`config.mk`:
```
export PLATFORM = sky130hd
export DESIGN_NAME = udp_port_demux_table_top
export DESIGN_NICKNAME = d
export VERILOG_FILES = /design/src/hw/rtl/udp_pdt_pkg.sv /design/src/hw/rtl/udp_port_demux_table_top.sv /design/src/hw/rtl/udp_pdt_table.sv /design/src/hw/rtl/udp_pdt_ctrl.sv
export SDC_FILE = /design/constraint.sdc
export NUM_CORES = 1
export LEC_CHECK = 0
export BUFFER_PORTS_ARGS = -buffer_cell sky130_fd_sc_hd__buf_2
export CORE_MARGIN = 2
export CORE_UTILIZATION = 55
export DETAILED_ROUTE_END_ITERATION = 8
export HOLD_SLACK_MARGIN = 0.06
export PLACE_DENSITY = 0.75
export SLEW_MARGIN = 20
export SYNTH_ARGS = -nofsm -noshare
export SYNTH_HDL_FRONTEND = slang
export SYNTH_SLANG_ARGS = --single-unit
```
`constraint.sdc`:
```
create_clock -name clk_i -period 6.2 [get_ports clk_i]
set_input_delay 0.31 -clock clk_i [delete_from_list [all_inputs] [get_ports clk_i]]
set_output_delay 0.31 -clock clk_i [all_outputs]
set_load 0.005 [all_outputs]
```
`src/hw/rtl/udp_pdt_pkg.sv`:
```
// Types and constants of the UDP port demux table.
// Used by every module of the block; depends on nothing.
package udp_pdt_pkg;

  localparam int unsigned PortW = 16;
  localparam int unsigned DestW = 8;
  localparam int unsigned AddrW = 32;
  localparam int unsigned LenW  = 16;
  localparam int unsigned SlotW = 5;

  localparam logic [LenW-1:0] HdrBytes = LenW'(8);

  typedef enum logic [1:0] {
    CMD_BIND    = 2'd0,
    CMD_UNBIND  = 2'd1,
    CMD_DELIVER = 2'd2,
    CMD_RSVD    = 2'd3
  } cmd_e;

  typedef enum logic [2:0] {
    ST_BOUND     = 3'd0,
    ST_REJECTED  = 3'd1,
    ST_FULL      = 3'd2,
    ST_UNBOUND   = 3'd3,
    ST_NOT_BOUND = 3'd4,
    ST_DELIVERED = 3'd5,
    ST_MALFORMED = 3'd6
  } status_e;

  typedef struct packed {
    cmd_e             command;
    logic [PortW-1:0] port;
    logic [DestW-1:0] handler_id;
    logic [AddrW-1:0] src_address;
    logic [PortW-1:0] sender_port;
    logic [LenW-1:0]  udp_length;
    logic [LenW-1:0]  packet_length;
  } req_t;

  typedef struct packed {
    status_e          status;
    logic [DestW-1:0] destination;
    logic [LenW-1:0]  payload_length;
    logic [AddrW-1:0] out_src_address;
    logic [PortW-1:0] out_sender_port;
    logic [SlotW-1:0] slot;
  } res_t;

  // table write request; the entry index travels beside it
  typedef struct packed {
    logic             en;
    logic             valid;
    logic [PortW-1:0] port;
    logic [DestW-1:0] dest;
  } tbl_wr_t;

endpackage

```
`src/hw/rtl/udp_port_demux_table_top.sv`:
```
// Top level of the UDP port demux table: input and result registers.
// Depends on udp_pdt_pkg, udp_pdt_table and udp_pdt_ctrl.
//
// Takes one item per clock cycle (busy stays low) and returns exactly one
// result per item, on res_o with done_o high for one cycle. Each item passes
// from the input register through the parallel port compare over all
// TABLE_ENTRIES entries to the result register; the table update lands at
// the same edge as the result, so the
// next item already sees it. The receiver cannot stall and must take every
// result in its cycle. Entries live in flops; reset clears the valid bits
// at once, so no clearing pass follows reset.
module udp_port_demux_table_top #(
  parameter int unsigned TABLE_ENTRIES = 32
) (
  input  logic              clk_i,
  input  logic              rst_ni,
  input  logic              start,
  output logic              busy,
  input  udp_pdt_pkg::req_t req_i,
  output logic              done_o,
  output udp_pdt_pkg::res_t res_o
);

  localparam int unsigned IdxW = (TABLE_ENTRIES > 1) ? $clog2(TABLE_ENTRIES) : 1;

  logic                          in_valid_q;
  udp_pdt_pkg::req_t             in_q;
  logic                          done_q;
  udp_pdt_pkg::res_t             res_q;
  udp_pdt_pkg::res_t             res_d;
  udp_pdt_pkg::tbl_wr_t          wr;
  logic [IdxW-1:0]               wr_idx;
  logic                          wr_gated_en;
  udp_pdt_pkg::tbl_wr_t          wr_gated;
  logic [TABLE_ENTRIES-1:0]      hit_1h;
  logic [TABLE_ENTRIES-1:0]      free_1h;
  logic [udp_pdt_pkg::DestW-1:0] hit_dest;

  assign busy = 1'b0;

  always_ff @(posedge clk_i or negedge rst_ni) begin
    if (!rst_ni) begin
      in_valid_q <= 1'b0;
      done_q     <= 1'b0;
    end else begin
      in_valid_q <= start && !busy;
      done_q     <= in_valid_q;
    end
  end

  always_ff @(posedge clk_i) begin
    if (start && !busy) begin
      in_q <= req_i;
    end
    if (in_valid_q) begin
      res_q <= res_d;
    end
  end

  assign wr_gated_en = wr.en && in_valid_q;

  always_comb begin
    wr_gated    = wr;
    wr_gated.en = wr_gated_en;
  end

  udp_pdt_table #(
    .Entries (TABLE_ENTRIES)
  ) u_table (
    .clk_i      (clk_i),
    .rst_ni     (rst_ni),
    .wr_i       (wr_gated),
    .wr_idx_i   (wr_idx),
    .port_i     (in_q.port),
    .hit_1h_o   (hit_1h),
    .free_1h_o  (free_1h),
    .hit_dest_o (hit_dest)
  );

  udp_pdt_ctrl #(
    .Entries (TABLE_ENTRIES)
  ) u_ctrl (
    .req_i      (in_q),
    .hit_1h_i   (hit_1h),
    .free_1h_i  (free_1h),
    .hit_dest_i (hit_dest),
    .res_o      (res_d),
    .wr_o       (wr),
    .wr_idx_o   (wr_idx)
  );

  assign done_o = done_q;
  assign res_o  = res_q;

  // every accepted item yields a result strobe on done_o
  assert property (@(posedge clk_i) disable iff (!rst_ni)
    (start && !busy) |-> ##2 done_o)
    else $error("result missing for accepted item");

  // no result without an accepted item behind it
  assert property (@(posedge clk_i) disable iff (!rst_ni)
    done_o |-> $past(in_valid_q))
    else $error("result strobe without item");

  // binds never store a null destination, so a delivery cannot carry one
  assert property (@(posedge clk_i) disable iff (!rst_ni)
    (done_o && res_o.status == udp_pdt_pkg::ST_DELIVERED) |-> (res_o.destination != '0))
    else $error("delivery to null destination");

  // failed lookups report no entry and no payload
  assert property (@(posedge clk_i) disable iff (!rst_ni)
    (done_o && (res_o.status == udp_pdt_pkg::ST_FULL
             || res_o.status == udp_pdt_pkg::ST_NOT_BOUND
             || res_o.status == udp_pdt_pkg::ST_MALFORMED))
    |-> (res_o.slot == '0 && res_o.destination == '0 && res_o.payload_length == '0))
    else $error("failed item carries entry data");

endmodule

```
`src/hw/rtl/udp_pdt_table.sv`:
```
// Binding table storage with parallel port compare and lowest-entry select.
// Depends on udp_pdt_pkg.
module udp_pdt_table #(
  parameter int unsigned Entries = 32,
  localparam int unsigned IdxW = (Entries > 1) ? $clog2(Entries) : 1
) (
  input  logic                          clk_i,
  input  logic                          rst_ni,
  input  udp_pdt_pkg::tbl_wr_t          wr_i,
  input  logic [IdxW-1:0]               wr_idx_i,
  input  logic [udp_pdt_pkg::PortW-1:0] port_i,
  output logic [Entries-1:0]            hit_1h_o,
  output logic [Entries-1:0]            free_1h_o,
  output logic [udp_pdt_pkg::DestW-1:0] hit_dest_o
);

  logic [Entries-1:0]            valid_q;
  logic [udp_pdt_pkg::PortW-1:0] port_q [Entries];
  logic [udp_pdt_pkg::DestW-1:0] dest_q [Entries];
  logic [Entries-1:0]            match;
  logic [Entries-1:0]            empty;

  always_ff @(posedge clk_i or negedge rst_ni) begin
    if (!rst_ni) begin
      valid_q <= '0;
    end else if (wr_i.en) begin
      for (int i = 0; i < Entries; i++) begin
        if (wr_idx_i == IdxW'(i)) begin
          valid_q[i] <= wr_i.valid;
        end
      end
    end
  end

  always_ff @(posedge clk_i) begin
    if (wr_i.en) begin
      for (int i = 0; i < Entries; i++) begin
        if (wr_idx_i == IdxW'(i)) begin
          port_q[i] <= wr_i.port;
          dest_q[i] <= wr_i.dest;
        end
      end
    end
  end

  always_comb begin
    for (int i = 0; i < Entries; i++) begin
      match[i] = valid_q[i] && (port_q[i] == port_i);
    end
    empty = ~valid_q;
  end

  // isolate the lowest set bit
  assign hit_1h_o  = match & (~match + Entries'(1));
  assign free_1h_o = empty & (~empty + Entries'(1));

  always_comb begin
    hit_dest_o = '0;
    for (int i = 0; i < Entries; i++) begin
      hit_dest_o = hit_dest_o | (hit_1h_o[i] ? dest_q[i] : '0);
    end
  end

endmodule

```
`src/hw/rtl/udp_pdt_ctrl.sv`:
```
// Command decode, length checks and result build for one item.
// Depends on udp_pdt_pkg; driven by the lookup outputs of udp_pdt_table.
module udp_pdt_ctrl #(
  parameter int unsigned Entries = 32,
  localparam int unsigned IdxW = (Entries > 1) ? $clog2(Entries) : 1
) (
  input  udp_pdt_pkg::req_t             req_i,
  input  logic [Entries-1:0]            hit_1h_i,
  input  logic [Entries-1:0]            free_1h_i,
  input  logic [udp_pdt_pkg::DestW-1:0] hit_dest_i,
  output udp_pdt_pkg::res_t             res_o,
  output udp_pdt_pkg::tbl_wr_t          wr_o,
  output logic [IdxW-1:0]               wr_idx_o
);

  logic            hit;
  logic            any_free;
  logic [IdxW-1:0] hit_idx;
  logic [IdxW-1:0] free_idx;
  logic            len_bad;

  always_comb begin
    hit_idx  = '0;
    free_idx = '0;
    for (int i = 0; i < Entries; i++) begin
      hit_idx  = hit_idx  | (hit_1h_i[i]  ? IdxW'(i) : '0);
      free_idx = free_idx | (free_1h_i[i] ? IdxW'(i) : '0);
    end
  end

  assign hit      = |hit_1h_i;
  assign any_free = |free_1h_i;
  assign len_bad  = (req_i.packet_length < udp_pdt_pkg::HdrBytes)
                 || (req_i.packet_length < req_i.udp_length)
                 || (req_i.udp_length < udp_pdt_pkg::HdrBytes);

  always_comb begin
    res_o        = '0;
    res_o.status = udp_pdt_pkg::ST_REJECTED;
    wr_o         = '0;
    wr_o.port    = req_i.port;
    wr_idx_o     = hit_idx;
    unique case (req_i.command)
      udp_pdt_pkg::CMD_BIND: begin
        if (req_i.port == '0 || req_i.handler_id == '0) begin
          res_o.status = udp_pdt_pkg::ST_REJECTED;
        end else if (hit || any_free) begin
          wr_idx_o     = hit ? hit_idx : free_idx;
          wr_o.en      = 1'b1;
          wr_o.valid   = 1'b1;
          wr_o.dest    = req_i.handler_id;
          res_o.status = udp_pdt_pkg::ST_BOUND;
          res_o.slot   = udp_pdt_pkg::SlotW'(wr_idx_o);
        end else begin
          res_o.status = udp_pdt_pkg::ST_FULL;
        end
      end
      udp_pdt_pkg::CMD_UNBIND: begin
        if (hit) begin
          wr_o.en      = 1'b1;
          res_o.status = udp_pdt_pkg::ST_UNBOUND;
          res_o.slot   = udp_pdt_pkg::SlotW'(hit_idx);
        end else begin
          res_o.status = udp_pdt_pkg::ST_NOT_BOUND;
        end
      end
      udp_pdt_pkg::CMD_DELIVER: begin
        if (len_bad) begin
          res_o.status = udp_pdt_pkg::ST_MALFORMED;
        end else if (hit) begin
          res_o.status          = udp_pdt_pkg::ST_DELIVERED;
          res_o.destination     = hit_dest_i;
          res_o.payload_length  = req_i.udp_length - udp_pdt_pkg::HdrBytes;
          res_o.out_src_address = req_i.src_address;
          res_o.out_sender_port = req_i.sender_port;
          res_o.slot            = udp_pdt_pkg::SlotW'(hit_idx);
        end else begin
          res_o.status = udp_pdt_pkg::ST_NOT_BOUND;
        end
      end
      default: begin
        res_o.status = udp_pdt_pkg::ST_REJECTED;
      end
    endcase
  end

endmodule
```
Yosys cells after proc, flatten, opt, wreduce, memory -nomap -nowiden
Memory sizes are Yosys's and may differ from the RTL's. Cells that the tools add are included.

Logic and storage cells: 756. Register bits after elaboration: 220. Memory bits (writable): 768. Memories kept: 2.

Memories: u_table.port_q (depth 32, bits a word 16, rd ports 32, clocked after memory_dff 0, wr ports 1, RTL line udp_pdt_table.sv:18) `logic [udp_pdt_pkg::PortW-1:0] port_q [Entries];`; u_table.dest_q (depth 32, bits a word 8, rd ports 32, clocked after memory_dff 0, wr ports 1, RTL line udp_pdt_table.sv:19) `logic [udp_pdt_pkg::DestW-1:0] dest_q [Entries];`.

$lt $le $gt $ge: 3. Reductions and logical operators: 138. Bitwise logic cells: 98. Mux-type cells: 400. Add/sub/neg operators: 3. Equal/unequal tests: 65.

Operator list (count): $mux 8 (66); $mux 5 (103); $eq 16x16->1 (32); $mux 16 (31); $reduce_or 16->1 (31); $or 5x5->5 (60); $or 8x8->8 (31); $reduce_or 8->1 (31); $mux 1 (163); $not 32->32 (3); $eq 5x5->1 const B (16); $add 32x1->32 const B (2); $and 32x32->32 (2); $mux 4 (16); $reduce_and 2->1 (32); $reduce_or 32->1 (2); $eq 5x4->1 const B (8); $logic_and 1x1->1 (33); $mux 3 (11); $lt 16x4->1 const B (2); $eq 5x3->1 const B (4); $logic_not 16->1 (1); $lt 16x16->1 (1); $sub 16x4->16 const B (1); other kinds (14) (25).

Depth between registers and ports, before layout
An unclocked memory read counts as a cell.

Depth after elaboration: 77. Mapped depth: 19. Depth with buffers taken out: 14.

Hierarchy
Synthesis repeated with hierarchy kept, for this count alone.

Cell total of the unflattened synthesis: 2635. Area total of the unflattened synthesis: 41632.4 um^2.

By module, submodules not included: udp_pdt_table (cells an instance 2166, seq. area each 23862.9 um^2, times used 1, area each 34022.6 um^2); udp_port_demux_table_top (cells an instance 191, seq. area each 5635.4 um^2, times used 1, area each 5652.9 um^2); udp_pdt_ctrl (cells an instance 278, seq. area each 0.0 um^2, times used 1, area each 1956.9 um^2).

Worst setup path before layout
OpenSTA, ideal clock, no wires.

Path type: reg2reg. Start: reg in_q[102] in the netlist's numbering. End: reg u_table.valid_q[20]. Data arrival time: 5.838 ns. Setup time: 0.125 ns. Buffers on the path: 4. Stages on the path, launching flop included: 17. Slack: 0.237 ns. Data required time: 6.075 ns. Path through: edfxtp_1 -> buf_2 -> buf_6 -> buf_2 -> xor2_1 -> nor4_1 -> nand2_1 -> nor4_4 -> nor2_1 -> and4_1 -> nand2_2 -> a31oi_1 -> or4_1 -> clkbuf_1 -> o22a_1 -> nor3_1 -> mux2_2.

Longest elaborated chain between the ends: 42.

Ends and longest elaborated chain: from (decl) (RTL line udp_port_demux_table_top.sv:27) `udp_pdt_pkg::req_t in_q;`; from (signal assigned) (RTL line udp_port_demux_table_top.sv:53) `in_q <= req_i;`; $eq 16x16->1 (RTL line udp_pdt_table.sv:48) `match[i] = valid_q[i] && (port_q[i] == port_i);`; $logic_and 1x1->1 (RTL line udp_pdt_table.sv:48); $not 32->32 (RTL line udp_pdt_table.sv:54) `assign hit_1h_o = match & (~match + Entries'(1));`; $add 32x1->32 (RTL line udp_pdt_table.sv:54); $and 32x32->32 (RTL line udp_pdt_table.sv:54); $mux 1 / $mux 2 (equally long branches) (RTL line udp_pdt_ctrl.sv:26) `hit_idx = hit_idx | (hit_1h_i[i] ? IdxW'(i) : '0);`; $or 5x5->5 (30 in series) (RTL line udp_pdt_ctrl.sv:26); $mux 5 (RTL line udp_pdt_ctrl.sv:48) `wr_idx_o = hit ? hit_idx : free_idx;`; $mux 5 (RTL line udp_pdt_ctrl.sv:47) `end else if (hit || any_free) begin`; $mux 5 (RTL line udp_pdt_ctrl.sv:45) `if (req_i.port == '0 || req_i.handler_id == '0) begin`; $mux 5 (RTL line udp_pdt_ctrl.sv:43) `unique case (req_i.command)`; $eq 5x5->1 (RTL line udp_pdt_table.sv:28) `if (wr_idx_i == IdxW'(i)) begin`; $reduce_and 2->1 (no source line); to (signal, indexed assignment) (RTL line udp_pdt_table.sv:29) `valid_q[i] <= wr_i.valid;`; to (decl) (RTL line udp_pdt_table.sv:17) `logic [Entries-1:0] valid_q;`.

Parallel ways exist; a longest one is shown, timed or not. A chain may end at the register's enable or synchronous reset.

Final worst setup path
Start: reg in_q[92] in the netlist's numbering. End: mem u_table.port_q[0][1] in the netlist's numbering, enable pin.

Longest elaborated chain between the ends: 76.

Ends and longest elaborated chain: $eq 16x16->1 (RTL line udp_pdt_table.sv:48); $logic_and 1x1->1 (RTL line udp_pdt_table.sv:48); $not 32->32 (RTL line udp_pdt_table.sv:54); $add 32x1->32 (RTL line udp_pdt_table.sv:54); $and 32x32->32 (RTL line udp_pdt_table.sv:54); $mux 1 / $mux 2 (equally long branches) (RTL line udp_pdt_ctrl.sv:26); $or 5x5->5 (30 in series) (RTL line udp_pdt_ctrl.sv:26); $mux 5 (RTL line udp_pdt_ctrl.sv:48); $mux 5 (RTL line udp_pdt_ctrl.sv:47); $mux 5 (RTL line udp_pdt_ctrl.sv:45); $mux 5 (RTL line udp_pdt_ctrl.sv:43); $eq 5x1->1 (RTL line udp_pdt_table.sv:38) `if (wr_idx_i == IdxW'(i)) begin`; $mux 1 (RTL line udp_pdt_table.sv:38); $mux 1 (RTL line udp_pdt_table.sv:36) `if (wr_i.en) begin`; $mux 1 (implied by the code) (RTL line udp_pdt_table.sv:39) `port_q[i] <= wr_i.port;`; $reduce_or 16->1 (no source line); $mux 5 (no source line) / $mux 1 (equally long branches) (31 in series); to (decl) (RTL line udp_pdt_table.sv:18).

Parallel ways exist; a longest one is shown, timed or not.

==> results.ini <==
[outcome]
outcome=completed

[final_layout]
synthToLayoutAreaGrowth_pct=18.5
fin_nets=3115
final_common_cell=edfxtp_1
final_cells=4045
post-route-util_pct=65.5
mostFrequentLayoutCells=edfxtp_1 (954), xor2_1 (285), xnor2_1 (232), buf_2 (188), nand2_1 (127)
nFillCells=4998
drive_gt1_share_pct=19.0
antenna_cells=0

[detailed_routing]
firstDrtPassIters=8
drt-initial-drc-count=2717
wl_per_cell_um=26.3
viasPerCell=5.99
antenna_left=0
wl_mm=106
num_vias=24200
route.detailed.drc=0

[yosys]
yosys_warnings=0
async_flop_share_pct=3.44
synthXorXnorAreaFrac_pct=11.1
synth_top_family_by_area=XOR/XNOR gates
syn_nets=2667
synthAdderAreaFrac_pct=0.489
synth_top_flop_cell=edfxtp_1
ys_seq_area_share_pct=72.0
avgSynthCellArea_um2=16.1
yosysTopAreaCell=edfxtp_1
synthesis.area_mm2=0.0410
ys_ff_latch=988
yosysTopAreaCellShare_pct=69.9
yosys.area_share.simple_pct=9.07
synth_cell_types=88
synth_area_leaders=edfxtp_1 (70%), xor2_1 (6.1%), xnor2_1 (5.0%)
synth-compound-area-share_pct=4.24
synth.area.mux_share_pct=0.913
synthCells=2542
synth_edf_count=954

[pwr]
irDropWorstVdd_uv=279
seq_power_share_pct=52.2
comb_power_share_pct=6.2
p_leak_uw=0.0163
switching_share_pct=21.7
switchingPower_uw=3130
clkPwrFrac_pct=41.7
powerDensity_mw_per_mm2=296
internal_power_uw=11200

[place]
place_congestion=0.967
hpwl_mm=67.9
dpl.cell_count=3751
io_buffer_count=189

[critical_path]
path_class=reg2reg
required_ns=6.54
end_kind=register
worstSetupStartpoint=in_q[92]$_DFFE_PP_
path_max_fanout=30
cp-start-kind=register
path_buf_inv=3
critical_path.max_stage_delay_ns=0.84
cpMaxStageDelayCell=nor4_2
crit_chain=buf_12 > xor2_1 > nor4_1 > nand2_1 > nor4_2 > nand2b_2 > or3b_1 > o32ai_1 > a211oi_2 > and2_1 > mux2i_1 > or2_1 > or3_4 > inv_1 > buf_4
arrival_ns=6.24
crit_family=simple AND/OR/NAND/NOR gates
reg2reg_from=in_q[92]$_DFFE_PP_

[clock_tree]
postCtsSetupBuffers=0
htreeDepth=3
path_clk_slew_ns=0.06
clockBufferDepth=3
cts_buffers=98
clkSinkCount=988
post_cts_resized=0
cts_tree=done
root_buffer=clkbuf_16
insertion_delay_ns=0.67

[global_routing]
gr-total-overflow=0
gr-usage-all-layers_pct=27.6
antenna_found_initial=4
grt_pass1_vias=24400
grt_max_degree=83
grt_pass1_wl_mm=156

[floorplanning]
fp.dieArea_mm2=0.0767
die_width_um=277
io_pins=191
die_height_um=277
rows=100
start_util_pct=55.3
core-area_mm2=0.0741

[timing]
fin_crit_sh_pct=95.2
skew_ns=0.0455
fmaxAchievable_mhz=169
finalMaxSlewViolations=0
min_period_ns=5.90
worstMarginPinSlew_ns=1.22
slew_headroom_pct=16.8
finalHoldViolations=0
rsz0062_at_grt=false
setup_violations=0

[min_path]
hold_class=in2reg
min_from=start

[job]
drv_cap=0

==> cells in the mapped netlist (all sizes together) (27+ instances only) <==
library cell and instances:
and2 63, nor2 86, dfrtp 34, nand4 61, buf 71, xor2 285
edfxtp 954, nor4 107, nand3 46, nor3 37, a22oi 29, nand2 128
a221oi 27, mux2 32, xnor2 232, inv 40
==> metal layers <==
metal	vias to the layer above	share of wire, %	global-route usage (%)
met5	-	0	0
met4	0	2.8	9.09
met3	176	8.6	5.88
met2	1105	48	44.0
met1	12300	41	38.3
li1	10600	-	-
==> sequential cells by signal, summed over array words and instances (netlist names) <==
register / cells
u_table.dest_q: 256
done_o: 1
in_q: 106
res_o: 80
in_valid_q: 1
u_table.port_q: 512
u_table.valid_q: 32
==> logic make-up after synthesis <==
logic type                 after synthesis
AOI/OAI and AO/OA                      222
xor gates and xnor gates               517
adders and majority gates               16
buffers and inverters                  127
DFF                                    988
muxes                                   33
other                                    1
and+or+nand+nor                        638
==> power by group through the flow <==
stage / registers, uW / logic (uW) / clock network (uW)
3_3_place_gp: 7640 / 784 / 0
4_1_cts: 7500 / 871 / 6050
2_1_floorplan: 7660 / 451 / 0
3_5_place_dp: 7640 / 810 / 0
5_1_grt: 7500 / 945 / 6320
6_report: 7500 / 886 / 5990
==> stage by stage <==
stage | hold WS, ns | area [um^2] | TNS (ns) | total power [uW] | worst slack, ns
final | 0.0983 | 48500 | 0 | 14400 | 0.296
after global routing | 0.0998 | 48500 | 0 | 14800 | 0.0464
after CTS | 0.0759 | 48500 | 0 | 14400 | 0.257
after global placement | 0.445 | 44100 | -3.44 | 8420 | -0.0693
after detailed placement | 0.440 | 44100 | 0 | 8450 | 0.307
after floorplan | 0.0144 | 41000 | 0 | 8110 | 0.237
==> final timing paths <==
path	to	slack, ns	cells past startpoint
worst max-delay path	u_table.port_q[0][1]$_DFFE_PP_	0.30	15
worst min-delay path	in_q[54]$_DFFE_PP_	0.1	1
worst max register to register	u_table.port_q[0][1]$_DFFE_PP_	0.30	15
worst min register to register	res_o[25]$_SDFFCE_PP0P_	0.51	1
max in group asynchronous	in_valid_q$_DFF_PN0_	5.41	3
min in group asynchronous	done_o$_DFF_PN0_	0.29	3
==> what timing repair did <==
action / in CTS / in global routing
hold buffers: 107 / 0
hold endpoints to repair: 140 / 0
setup endpoints to repair: 0 / 0
==> layout make-up <==
type	count	area, um^2	share of cell area [%]
clock inverter	56	626	1.29
tap	969	1210	2.50
inverter	41	154	0.317
timing repair buffer	434	3640	7.50
multi-input combinational	1427	10700	22.1
sequential	988	29500	60.8
clock buffer	130	2660	5.49
Note: power is estimated with default switching activity, not from simulation.
